**src/rtl/core/snfcs_pkg.sv**
```systemverilog
// ----------------------------------------------------------------------------
// SPI NOR flash command sequencer package
// Shared codes, result type and header byte helpers.
// ----------------------------------------------------------------------------
package snfcs_pkg;

  // Page size of the flash; must be a power of two.
  localparam int PAGE_BYTES = 256;
  localparam int PAGE_BITS  = $clog2(PAGE_BYTES);

  localparam int FIFO_DEPTH = 4;
  localparam int PTR_W      = $clog2(FIFO_DEPTH);
  localparam int CNT_W      = $clog2(FIFO_DEPTH + 1);

  // Request kinds.
  localparam logic [1:0] REQ_OP    = 2'd0;
  localparam logic [1:0] REQ_HOST  = 2'd1;
  localparam logic [1:0] REQ_REPLY = 2'd2;

  // Operations.
  localparam logic [2:0] OP_ID     = 3'd0;
  localparam logic [2:0] OP_READ   = 3'd1;
  localparam logic [2:0] OP_PROG   = 3'd2;
  localparam logic [2:0] OP_SECTOR = 3'd3;
  localparam logic [2:0] OP_HALF   = 3'd4;
  localparam logic [2:0] OP_BLOCK  = 3'd5;
  localparam logic [2:0] OP_CHIP   = 3'd6;

  // Result kinds.
  localparam logic [1:0] KIND_SPI  = 2'd0;
  localparam logic [1:0] KIND_READ = 2'd1;
  localparam logic [1:0] KIND_ID   = 2'd2;
  localparam logic [1:0] KIND_DONE = 2'd3;

  // Flash command bytes.
  localparam logic [7:0] CMD_ID     = 8'h90;
  localparam logic [7:0] CMD_READ   = 8'h03;
  localparam logic [7:0] CMD_PROG   = 8'h02;
  localparam logic [7:0] CMD_SECTOR = 8'h20;
  localparam logic [7:0] CMD_HALF   = 8'h52;
  localparam logic [7:0] CMD_BLOCK  = 8'hd8;
  localparam logic [7:0] CMD_CHIP   = 8'hc7;
  localparam logic [7:0] CMD_WREN   = 8'h06;
  localparam logic [7:0] CMD_RDSR   = 8'h05;
  localparam logic [7:0] DUMMY_BYTE = 8'hFF;
  localparam logic [7:0] STAT_BUSY  = 8'h01;

  typedef struct packed {
    logic [1:0]  out_kind;
    logic [7:0]  spi_byte;
    logic        cs_release;
    logic [15:0] host_value;
    logic        last;
  } res_t;

  typedef enum logic [9:0] {
    PH_IDLE      = 10'b00_0000_0001,
    PH_WREN      = 10'b00_0000_0010,
    PH_PRE_CMD   = 10'b00_0000_0100,
    PH_PRE_STAT  = 10'b00_0000_1000,
    PH_HDR       = 10'b00_0001_0000,
    PH_WAIT_HOST = 10'b00_0010_0000,
    PH_DATA      = 10'b00_0100_0000,
    PH_READ      = 10'b00_1000_0000,
    PH_POST_CMD  = 10'b01_0000_0000,
    PH_POST_STAT = 10'b10_0000_0000
  } phase_t;

  function automatic logic [7:0] opcode_of(input logic [2:0] op);
    logic [7:0] b;
    unique case (op)
      OP_ID:     b = CMD_ID;
      OP_READ:   b = CMD_READ;
      OP_PROG:   b = CMD_PROG;
      OP_SECTOR: b = CMD_SECTOR;
      OP_HALF:   b = CMD_HALF;
      OP_BLOCK:  b = CMD_BLOCK;
      OP_CHIP:   b = CMD_CHIP;
      default:   b = 8'h00;
    endcase
    return b;
  endfunction

  function automatic logic [2:0] last_hdr_frame(input logic [2:0] op);
    logic [2:0] f;
    if (op == OP_ID) f = 3'd5;
    else if (op == OP_CHIP) f = 3'd0;
    else f = 3'd3;
    return f;
  endfunction

  // Builds the SPI beat for one header frame: opcode, address, dummy or id bytes.
  function automatic res_t hdr_res(input logic [2:0] op, input logic [2:0] f,
                                   input logic [23:0] addr, input logic [15:0] left);
    res_t r;
    r = '0;
    r.out_kind = KIND_SPI;
    if (f == 3'd0) r.spi_byte = opcode_of(op);
    else if (f >= 3'd4) r.spi_byte = DUMMY_BYTE;
    else if (op == OP_ID) r.spi_byte = 8'h00;
    else begin
      case (f)
        3'd1:    r.spi_byte = addr[23:16];
        3'd2:    r.spi_byte = addr[15:8];
        default: r.spi_byte = addr[7:0];
      endcase
    end
    r.cs_release = ((op == OP_ID) && (f == 3'd5)) ||
                   ((op == OP_READ) && (f == 3'd3) && (left == 16'd0)) ||
                   ((op >= OP_SECTOR) && (f == last_hdr_frame(op)));
    return r;
  endfunction

  function automatic res_t spi_res(input logic [7:0] b, input logic cs);
    res_t r;
    r = '0;
    r.out_kind   = KIND_SPI;
    r.spi_byte   = b;
    r.cs_release = cs;
    return r;
  endfunction

  function automatic res_t host_res(input logic [1:0] kind, input logic [15:0] v);
    res_t r;
    r = '0;
    r.out_kind   = kind;
    r.host_value = v;
    return r;
  endfunction

endpackage

```
**src/rtl/core/snfcs_if.sv**
```systemverilog
// ----------------------------------------------------------------------------
// SPI NOR flash command sequencer channels
// Valid/ready interfaces for the request channel and the result channel.
// ----------------------------------------------------------------------------
interface snfcs_in_if;
  logic        valid;
  logic        ready;
  logic [1:0]  req_type;
  logic [2:0]  op;
  logic [23:0] address;
  logic [15:0] length;
  logic [7:0]  data_byte;

  modport source (output valid, req_type, op, address, length, data_byte, input ready);
  modport sink   (input valid, req_type, op, address, length, data_byte, output ready);
endinterface

interface snfcs_out_if;
  logic        valid;
  logic        ready;
  logic [1:0]  out_kind;
  logic [7:0]  spi_byte;
  logic        cs_release;
  logic [15:0] host_value;
  logic        last;

  modport source (output valid, out_kind, spi_byte, cs_release, host_value, last,
                  input ready);
  modport sink   (input valid, out_kind, spi_byte, cs_release, host_value, last,
                  output ready);
endinterface

```
**src/rtl/core/spi_nor_flash_command_sequencer.sv**
```systemverilog
// ----------------------------------------------------------------------------
// SPI NOR flash command sequencer
// Turns flash operation requests into SPI byte beats, one event per beat.
// ----------------------------------------------------------------------------
// Usage: in_bus carries operation requests, host program bytes and the reply
// byte for every SPI byte sent. out_bus returns SPI bytes to shift out (with
// a chip-select release flag), read data, the device id and a done marker;
// the final result caused by one input beat has last set.
// Erase and program are preceded by write enable and status polling, and
// status is polled again after the command. Programs are split at page
// boundaries, each page repeating the whole sequence.
// The results of an input beat are registered into the result buffer.
// Throughput: one input beat per cycle. Each beat is decoded combinationally
// by the phase state machine and yields up to two results, queued in a
// four-entry result buffer that drains one result per cycle; input is taken
// while at least two entries are free.
// Reset: the sequencer returns to idle and the result buffer empties.
// Stall: when out_bus.ready is low the head result holds, and input stops
// once the buffer cannot hold two more results.
// ----------------------------------------------------------------------------
module spi_nor_flash_command_sequencer (
  input logic         clk,
  input logic         rst_n,
  snfcs_in_if.sink    in_bus,
  snfcs_out_if.source out_bus
);
  import snfcs_pkg::*;

  phase_t      phase_r, phase_nxt;
  logic [2:0]  op_r, op_nxt;
  logic [23:0] addr_r, addr_nxt;
  logic [15:0] left_r, left_nxt;
  logic [2:0]  frame_r, frame_nxt;
  logic [7:0]  id_high_r, id_high_nxt;
  logic        await_r, await_nxt;

  res_t             fifo_r [FIFO_DEPTH];
  logic [PTR_W-1:0] wr_ptr_r, rd_ptr_r;
  logic [CNT_W-1:0] cnt_r;

  logic        in_accept, out_accept;
  logic [1:0]  n_res;
  res_t        res0, res1;
  logic [15:0] left_dec;
  logic [23:0] addr_inc;

  assign in_accept  = in_bus.valid && in_bus.ready;
  assign out_accept = out_bus.valid && out_bus.ready;
  assign left_dec   = left_r - 16'd1;
  assign addr_inc   = addr_r + 24'd1;

  always_comb begin
    phase_nxt   = phase_r;
    op_nxt      = op_r;
    addr_nxt    = addr_r;
    left_nxt    = left_r;
    frame_nxt   = frame_r;
    id_high_nxt = id_high_r;
    await_nxt   = await_r;
    n_res       = 2'd0;
    res0        = '0;
    res1        = '0;
    if (in_accept) begin
      case (in_bus.req_type)
        REQ_OP: begin
          if (phase_r == PH_IDLE && in_bus.op <= OP_CHIP) begin
            op_nxt    = in_bus.op;
            addr_nxt  = in_bus.address;
            left_nxt  = in_bus.length;
            frame_nxt = 3'd0;
            n_res     = 2'd1;
            if (in_bus.op == OP_PROG && in_bus.length == 16'd0) begin
              res0 = host_res(KIND_DONE, 16'd0);
            end else if (in_bus.op <= OP_READ) begin
              phase_nxt = PH_HDR;
              await_nxt = 1'b1;
              res0      = hdr_res(in_bus.op, 3'd0, in_bus.address, in_bus.length);
            end else begin
              phase_nxt = PH_WREN;
              await_nxt = 1'b1;
              res0      = spi_res(CMD_WREN, 1'b1);
            end
          end
        end
        REQ_HOST: begin
          if (phase_r == PH_WAIT_HOST && !await_r) begin
            left_nxt  = left_dec;
            addr_nxt  = addr_inc;
            phase_nxt = PH_DATA;
            await_nxt = 1'b1;
            n_res     = 2'd1;
            res0      = spi_res(in_bus.data_byte,
                                left_dec == 16'd0 || addr_inc[PAGE_BITS-1:0] == '0);
          end
        end
        REQ_REPLY: begin
          if (await_r && phase_r != PH_IDLE) begin
            await_nxt = 1'b0;
            unique case (phase_r)
              PH_WREN: begin
                phase_nxt = PH_PRE_CMD;
                await_nxt = 1'b1;
                n_res     = 2'd1;
                res0      = spi_res(CMD_RDSR, 1'b0);
              end
              PH_PRE_CMD: begin
                phase_nxt = PH_PRE_STAT;
                await_nxt = 1'b1;
                n_res     = 2'd1;
                res0      = spi_res(DUMMY_BYTE, 1'b1);
              end
              PH_PRE_STAT: begin
                await_nxt = 1'b1;
                n_res     = 2'd1;
                if ((in_bus.data_byte & STAT_BUSY) != 8'h00) begin
                  phase_nxt = PH_PRE_CMD;
                  res0      = spi_res(CMD_RDSR, 1'b0);
                end else begin
                  phase_nxt = PH_HDR;
                  frame_nxt = 3'd0;
                  res0      = hdr_res(op_r, 3'd0, addr_r, left_r);
                end
              end
              PH_POST_CMD: begin
                phase_nxt = PH_POST_STAT;
                await_nxt = 1'b1;
                n_res     = 2'd1;
                res0      = spi_res(DUMMY_BYTE, 1'b1);
              end
              PH_POST_STAT: begin
                n_res = 2'd1;
                if ((in_bus.data_byte & STAT_BUSY) != 8'h00) begin
                  phase_nxt = PH_POST_CMD;
                  await_nxt = 1'b1;
                  res0      = spi_res(CMD_RDSR, 1'b0);
                end else if (op_r == OP_PROG && left_r != 16'd0) begin
                  // Next page of the program repeats the whole sequence.
                  phase_nxt = PH_WREN;
                  await_nxt = 1'b1;
                  res0      = spi_res(CMD_WREN, 1'b1);
                end else begin
                  phase_nxt = PH_IDLE;
                  res0      = host_res(KIND_DONE, 16'd0);
                end
              end
              PH_HDR: begin
                if (op_r == OP_ID && frame_r == 3'd4) id_high_nxt = in_bus.data_byte;
                if (op_r == OP_ID && frame_r == 3'd5) begin
                  phase_nxt = PH_IDLE;
                  n_res     = 2'd2;
                  res0      = host_res(KIND_ID, {id_high_r, in_bus.data_byte});
                  res1      = host_res(KIND_DONE, 16'd0);
                end else if (frame_r >= last_hdr_frame(op_r)) begin
                  if (op_r == OP_READ) begin
                    n_res = 2'd1;
                    if (left_r == 16'd0) begin
                      phase_nxt = PH_IDLE;
                      res0      = host_res(KIND_DONE, 16'd0);
                    end else begin
                      phase_nxt = PH_READ;
                      await_nxt = 1'b1;
                      res0      = spi_res(DUMMY_BYTE, left_r == 16'd1);
                    end
                  end else if (op_r == OP_PROG) begin
                    phase_nxt = PH_WAIT_HOST;
                  end else begin
                    phase_nxt = PH_POST_CMD;
                    await_nxt = 1'b1;
                    n_res     = 2'd1;
                    res0      = spi_res(CMD_RDSR, 1'b0);
                  end
                end else begin
                  frame_nxt = frame_r + 3'd1;
                  await_nxt = 1'b1;
                  n_res     = 2'd1;
                  res0      = hdr_res(op_r, frame_r + 3'd1, addr_r, left_r);
                end
              end
              PH_READ: begin
                left_nxt = left_dec;
                addr_nxt = addr_inc;
                n_res    = 2'd2;
                res0     = host_res(KIND_READ, {8'h00, in_bus.data_byte});
                if (left_dec == 16'd0) begin
                  phase_nxt = PH_IDLE;
                  res1      = host_res(KIND_DONE, 16'd0);
                end else begin
                  await_nxt = 1'b1;
                  res1      = spi_res(DUMMY_BYTE, left_dec == 16'd1);
                end
              end
              PH_DATA: begin
                if (left_r == 16'd0 || addr_r[PAGE_BITS-1:0] == '0) begin
                  phase_nxt = PH_POST_CMD;
                  await_nxt = 1'b1;
                  n_res     = 2'd1;
                  res0      = spi_res(CMD_RDSR, 1'b0);
                end else begin
                  phase_nxt = PH_WAIT_HOST;
                end
              end
              default: begin
                phase_nxt = phase_r;
              end
            endcase
          end
        end
        default: begin
          n_res = 2'd0;
        end
      endcase
    end
    if (n_res == 2'd1) res0.last = 1'b1;
    if (n_res == 2'd2) res1.last = 1'b1;
  end

  always_ff @(posedge clk) begin
    if (!rst_n) begin
      phase_r   <= PH_IDLE;
      op_r      <= '0;
      addr_r    <= '0;
      left_r    <= '0;
      frame_r   <= '0;
      id_high_r <= '0;
      await_r   <= 1'b0;
    end else begin
      phase_r   <= phase_nxt;
      op_r      <= op_nxt;
      addr_r    <= addr_nxt;
      left_r    <= left_nxt;
      frame_r   <= frame_nxt;
      id_high_r <= id_high_nxt;
      await_r   <= await_nxt;
    end
  end

  // Result buffer.
  always_ff @(posedge clk) begin
    if (n_res != 2'd0) fifo_r[wr_ptr_r] <= res0;
    if (n_res == 2'd2) fifo_r[wr_ptr_r + PTR_W'(1)] <= res1;
  end

  always_ff @(posedge clk) begin
    if (!rst_n) begin
      wr_ptr_r <= '0;
      rd_ptr_r <= '0;
      cnt_r    <= '0;
    end else begin
      wr_ptr_r <= wr_ptr_r + PTR_W'(n_res);
      if (out_accept) rd_ptr_r <= rd_ptr_r + PTR_W'(1);
      cnt_r <= cnt_r + CNT_W'(n_res) - CNT_W'(out_accept);
    end
  end

  assign in_bus.ready       = (cnt_r <= CNT_W'(FIFO_DEPTH - 2));
  assign out_bus.valid      = (cnt_r != '0);
  assign out_bus.out_kind   = fifo_r[rd_ptr_r].out_kind;
  assign out_bus.spi_byte   = fifo_r[rd_ptr_r].spi_byte;
  assign out_bus.cs_release = fifo_r[rd_ptr_r].cs_release;
  assign out_bus.host_value = fifo_r[rd_ptr_r].host_value;
  assign out_bus.last       = fifo_r[rd_ptr_r].last;

endmodule

```
**src/flat_wrapper.sv**
```systemverilog
// flat-port wrapper written by rule: the top's interface ports become plain ports
module spi_nor_flash_command_sequencer_flat import snfcs_pkg::*;
  (clk, rst_n, in_bus_valid, in_bus_req_type, in_bus_op, in_bus_address, in_bus_length, in_bus_data_byte, in_bus_ready, out_bus_valid, out_bus_out_kind, out_bus_spi_byte, out_bus_cs_release, out_bus_host_value, out_bus_last, out_bus_ready);
  snfcs_in_if in_bus_i ();
  snfcs_out_if out_bus_i ();
  input logic clk;
  input logic rst_n;
  input wire logic [$bits(in_bus_i.valid)-1:0] in_bus_valid;
  input wire logic [$bits(in_bus_i.req_type)-1:0] in_bus_req_type;
  input wire logic [$bits(in_bus_i.op)-1:0] in_bus_op;
  input wire logic [$bits(in_bus_i.address)-1:0] in_bus_address;
  input wire logic [$bits(in_bus_i.length)-1:0] in_bus_length;
  input wire logic [$bits(in_bus_i.data_byte)-1:0] in_bus_data_byte;
  output wire logic [$bits(in_bus_i.ready)-1:0] in_bus_ready;
  output wire logic [$bits(out_bus_i.valid)-1:0] out_bus_valid;
  output wire logic [$bits(out_bus_i.out_kind)-1:0] out_bus_out_kind;
  output wire logic [$bits(out_bus_i.spi_byte)-1:0] out_bus_spi_byte;
  output wire logic [$bits(out_bus_i.cs_release)-1:0] out_bus_cs_release;
  output wire logic [$bits(out_bus_i.host_value)-1:0] out_bus_host_value;
  output wire logic [$bits(out_bus_i.last)-1:0] out_bus_last;
  input wire logic [$bits(out_bus_i.ready)-1:0] out_bus_ready;
  assign in_bus_i.valid = in_bus_valid;
  assign in_bus_i.req_type = in_bus_req_type;
  assign in_bus_i.op = in_bus_op;
  assign in_bus_i.address = in_bus_address;
  assign in_bus_i.length = in_bus_length;
  assign in_bus_i.data_byte = in_bus_data_byte;
  assign in_bus_ready = in_bus_i.ready;
  assign out_bus_valid = out_bus_i.valid;
  assign out_bus_out_kind = out_bus_i.out_kind;
  assign out_bus_spi_byte = out_bus_i.spi_byte;
  assign out_bus_cs_release = out_bus_i.cs_release;
  assign out_bus_host_value = out_bus_i.host_value;
  assign out_bus_last = out_bus_i.last;
  assign out_bus_i.ready = out_bus_ready;
  spi_nor_flash_command_sequencer u_core (.clk(clk), .rst_n(rst_n), .in_bus(in_bus_i), .out_bus(out_bus_i));
endmodule
```
**config.mk**
```make
export PLATFORM = sky130hd
export DESIGN_NAME = spi_nor_flash_command_sequencer_flat
export DESIGN_NICKNAME = d
export VERILOG_FILES = /design/src/rtl/core/snfcs_pkg.sv /design/src/rtl/core/snfcs_if.sv /design/src/rtl/core/spi_nor_flash_command_sequencer.sv /design/src/flat_wrapper.sv
export SDC_FILE = /design/constraint.sdc
export NUM_CORES = 1
export LEC_CHECK = 0
export BUFFER_PORTS_ARGS = -buffer_cell sky130_fd_sc_hd__buf_4
export CAP_MARGIN = 20
export CORE_ASPECT_RATIO = 0.9
export CORE_MARGIN = 5
export CORE_UTILIZATION = 53
export DETAILED_ROUTE_END_ITERATION = 16
export PLACE_DENSITY = 0.72
export SETUP_SLACK_MARGIN = 0.5
export SLEW_MARGIN = 0
export SYNTH_ARGS = -nofsm -noshare
export SYNTH_HDL_FRONTEND = slang
export SYNTH_SLANG_ARGS = --single-unit
export TNS_END_PERCENT = 5
```
**constraint.sdc**
```tcl
create_clock -name clk -period 4.8 [get_ports clk]
set_input_delay 0.96 -clock clk [delete_from_list [all_inputs] [get_ports clk]]
set_output_delay 0.96 -clock clk [all_outputs]
set_load 0.01 [all_outputs]
```
==> summary.txt <==
later-pin clock latency in the skew report = 0.45 ns
synth unique cells = 84
H-tree levels = 4
CP Data Arrival Time = 3.87 ns
sequential cell area fraction in the yosys report = 39.9%
Hold Startpoint = u_core.fifo_r[0][14]$_SDFFE_PP0P_
area grow syn2layout = 13.8%
Routed Antenna Nets = 0
drc violations = 0
dpl ws = 1.03 ns
Worst Tran Pin Value = 1.06 ns
Post-synth EDFFs = 48
via/cell ratio = 6.50
Max Transition Viols Final = 0
RSZ-0062 raised after global routing = no
R2R Setup Slk = 1.04 ns
critical path startpoint = u_core.op_r[1]$_SDFFE_PN0P_
port bufs = 86
TNS Setup = 0 ns
CP required = 4.91 ns
ranking of synthesized cells by area = dfxtp_1, edfxtp_1, mux4_2, nand2_1, o21ai_0
largest net degree at the start of global routing = 84
area leader, netlist = dfxtp_1
Ant. Diodes = 0
I/O pins = 87
hold_buf cts = 0
post-DP HPWL = 21.9 mm
worst vdd ir = 0.000362 V
Worst Path Max Fanout = 18
layout net count = 1285
Synth async-reset ratio = 0%
P_leak = 4.29 nW
relative slew slack = 28.9%
clk sinks = 186
Worst Setup End Kind = register
routability congestion estimate = 1.01
count of final setup violators = 0
post-CTS setup buffer count = 0
CTS buffer count = 17
Crit-path slowest cell = dfxtp_1
crit path cell chain = nand3b_1 > ha_1 > nand2b_1 > a31oi_1 > o21ai_0 > o2111ai_1 > a211oi_2 > o21ai_1 > nand2_1 > buf_4 > inv_1
fin crit share = 78.4%
row cnt = 49
fillers = 1735
# Max-Cap Violations = 0
Core Region = 19800 sq um
worst clock skew = 0.0180 ns
R2R cell count = 11
Initial Util = 53.3%
die height = 144 microns
Max stage delay on crit path = 0.68 ns
Worst Hold Class = register to register
CTS tree = done
Crit Path Class = register to register
#FFs+latches synth = 186
CP Launch Type = register
crit path to = u_core.fifo_r[1][20]$_DFFE_PP_
Vias = 9581
dpl cell area = 11300 sq um
fin worst setup slack = 1.04 ns
first-pass GRT wire length = 49.9 mm
Post-Syn Area per Cell = 9.10 sq um
Main synth FF type = dfxtp_1
WHS = 0.457 ns
antenna violations before repair = 0
cell area after layout = 12000 sq um
Netlist Area Pre-Place = 10500 sq um
All-Layer GR Usage = 27.7%
CTS max path bufs = 2
WL final = 31.4 mm
Yosys warning count = 0
layout cells sized above 1 = 17.3%
share of the synthesized area in the top cell type = 26.2%
Final Hold Fails = 0
cell count after synthesis = 1159
R2R Path Start = u_core.op_r[1]$_SDFFE_PN0P_
Reg clk slew, reported paths = 0.08 ns
initial drt markers = 1235
die area = 22800 sq um
CTS-repair resized insts = 0
DR WL/cell = 21.3 microns
GRT overflow = 0
Power Density = 355 nW/um^2
Post-Syn Nets = 1239
vias in the first global route = 8886
highest clock rate = 266 MHz
drt first pass iters = 5
root buf cell = clkbuf_16
worst flop-to-flop path endpoint = u_core.fifo_r[1][20]$_DFFE_PP_
run status = finished, final reports clean
minimum clock period = 3.76 ns
die width = 159 microns
-- flip-flops by register name (all words and copies together) (netlist names), 3 cells and up, named ones only --
name	count
u_core.fifo_r	112
u_core.addr_r	24
u_core.left_r	16
u_core.phase_r	10
u_core.id_high_r	8
u_core.cnt_r	3
u_core.frame_r	3
u_core.op_r	3
-- kinds of logic (layout without fill, tap and decap cells) --
logic type	count (synthesis)	count (layout)	synth area share, %
compound gates	363	363	23.5
xor+xnor	15	15	1.25
fa+ha+maj	23	23	2.80
buf+inv	122	181	4.84
flops	186	186	39.9
mux	42	42	7.31
simple gates	408	408	20.5
-- layer usage --
layer,vias up,part of all wire (%),wire (microns),track usage (%)
li1,4477,-,-,-
met1,4617,47,14700,43.1
met2,444,44,13800,40.5
met3,43,7.9,2480,4.88
met4,0,1.4,448,5.34
met5,-,0,0,0
-- power breakdown --
part / internal, mW / switching, mW
Clock: 0.813 / 0.733
Combinational: 0.433 / 0.542
Sequential: 1.66 / 0.0811
Total: 2.90 / 1.36
-- how the worst min path moves through the flow --
stage,cells past startpoint,to,slack (ns)
after global placement,1,u_core.fifo_r[3][11]$_SDFFE_PP0N_,0.44
after floorplan,1,u_core.fifo_r[3][10]$_SDFFE_PP0N_,0.43
final,2,u_core.fifo_r[0][14]$_SDFFE_PP0P_,0.46
after global routing,2,u_core.fifo_r[0][14]$_SDFFE_PP0P_,0.49
after CTS,2,u_core.fifo_r[0][14]$_SDFFE_PP0P_,0.46
after detailed placement,1,u_core.fifo_r[3][13]$_SDFFE_PP0N_,0.45
-- metrics by stage --
stage | util, % | power (mW) | std cells
2_1_floorplan | - | 2.41 | 1159
3_3_place_gp | 57.3 | 2.71 | 1440
3_5_place_dp | 57.3 | 2.72 | 1440
4_1_cts | 60.5 | 4.24 | 1472
5_1_grt | 60.6 | 4.43 | 1473
6_report | 60.6 | 4.26 | 1473
-- final cells by class --
type	instances	area (sq um)	area share [%]
clock buffer	17	425	3.54
timing repair buffer	111	858	7.15
sequential	186	4210	35.0
inverter	38	143	1.19
multi-input combinational	851	5830	48.6
tap	255	319	2.66
clock inverter	15	221	1.84
-- Yosys cell counts (9+ instances only) --
cell type / n
nand2b_1: 14
o31ai_1: 9
a21oi_1: 69
dfxtp_1: 138
and3_1: 12
nor2b_1: 22
and2_1: 26
clkbuf_1: 61
edfxtp_1: 48
nor2_1: 64
inv_1: 37
mux4_2: 28
xnor2_1: 10
nand4_1: 18
o2bb2ai_1: 19
a21o_1: 12
a31oi_1: 16
buf_2: 11
o21ai_0: 75
o221a_2: 10
nor4_1: 12
nor3_1: 35
a22o_1: 34
o22ai_1: 24
a41oi_1: 10
ha_1: 22
o21ai_1: 27
nand3_1: 48
mux2i_1: 14
nand2_1: 105
-- critical path, delay by kind of cell (launching register included) --
family,cells,cell delay [ns]
AOI/OAI and AO/OA,5,1.20
DFF,1,0.68
buffers and inverters,2,0.58
and+or+nand+nor,3,0.55
adders and majority gates,1,0.39
-- cell usage in the layout (no fill, tap or decap), types with 16 or more instances in the layout --
master / instances
dfxtp_1: 137
buf_4: 109
nand2_1: 105
o21ai_0: 75
a21oi_1: 69
nor2_1: 64
nand3_1: 48
edfxtp_1: 48
inv_1: 37
nor3_1: 35
a22o_1: 34
mux4_2: 28
o21ai_1: 27
and2_1: 26
o22ai_1: 24
nor2b_1: 22
ha_1: 21
o2bb2ai_1: 19
nand4_1: 18
clkbuf_16: 17
a31oi_1: 16
Note: power is estimated with default switching activity, not from simulation.
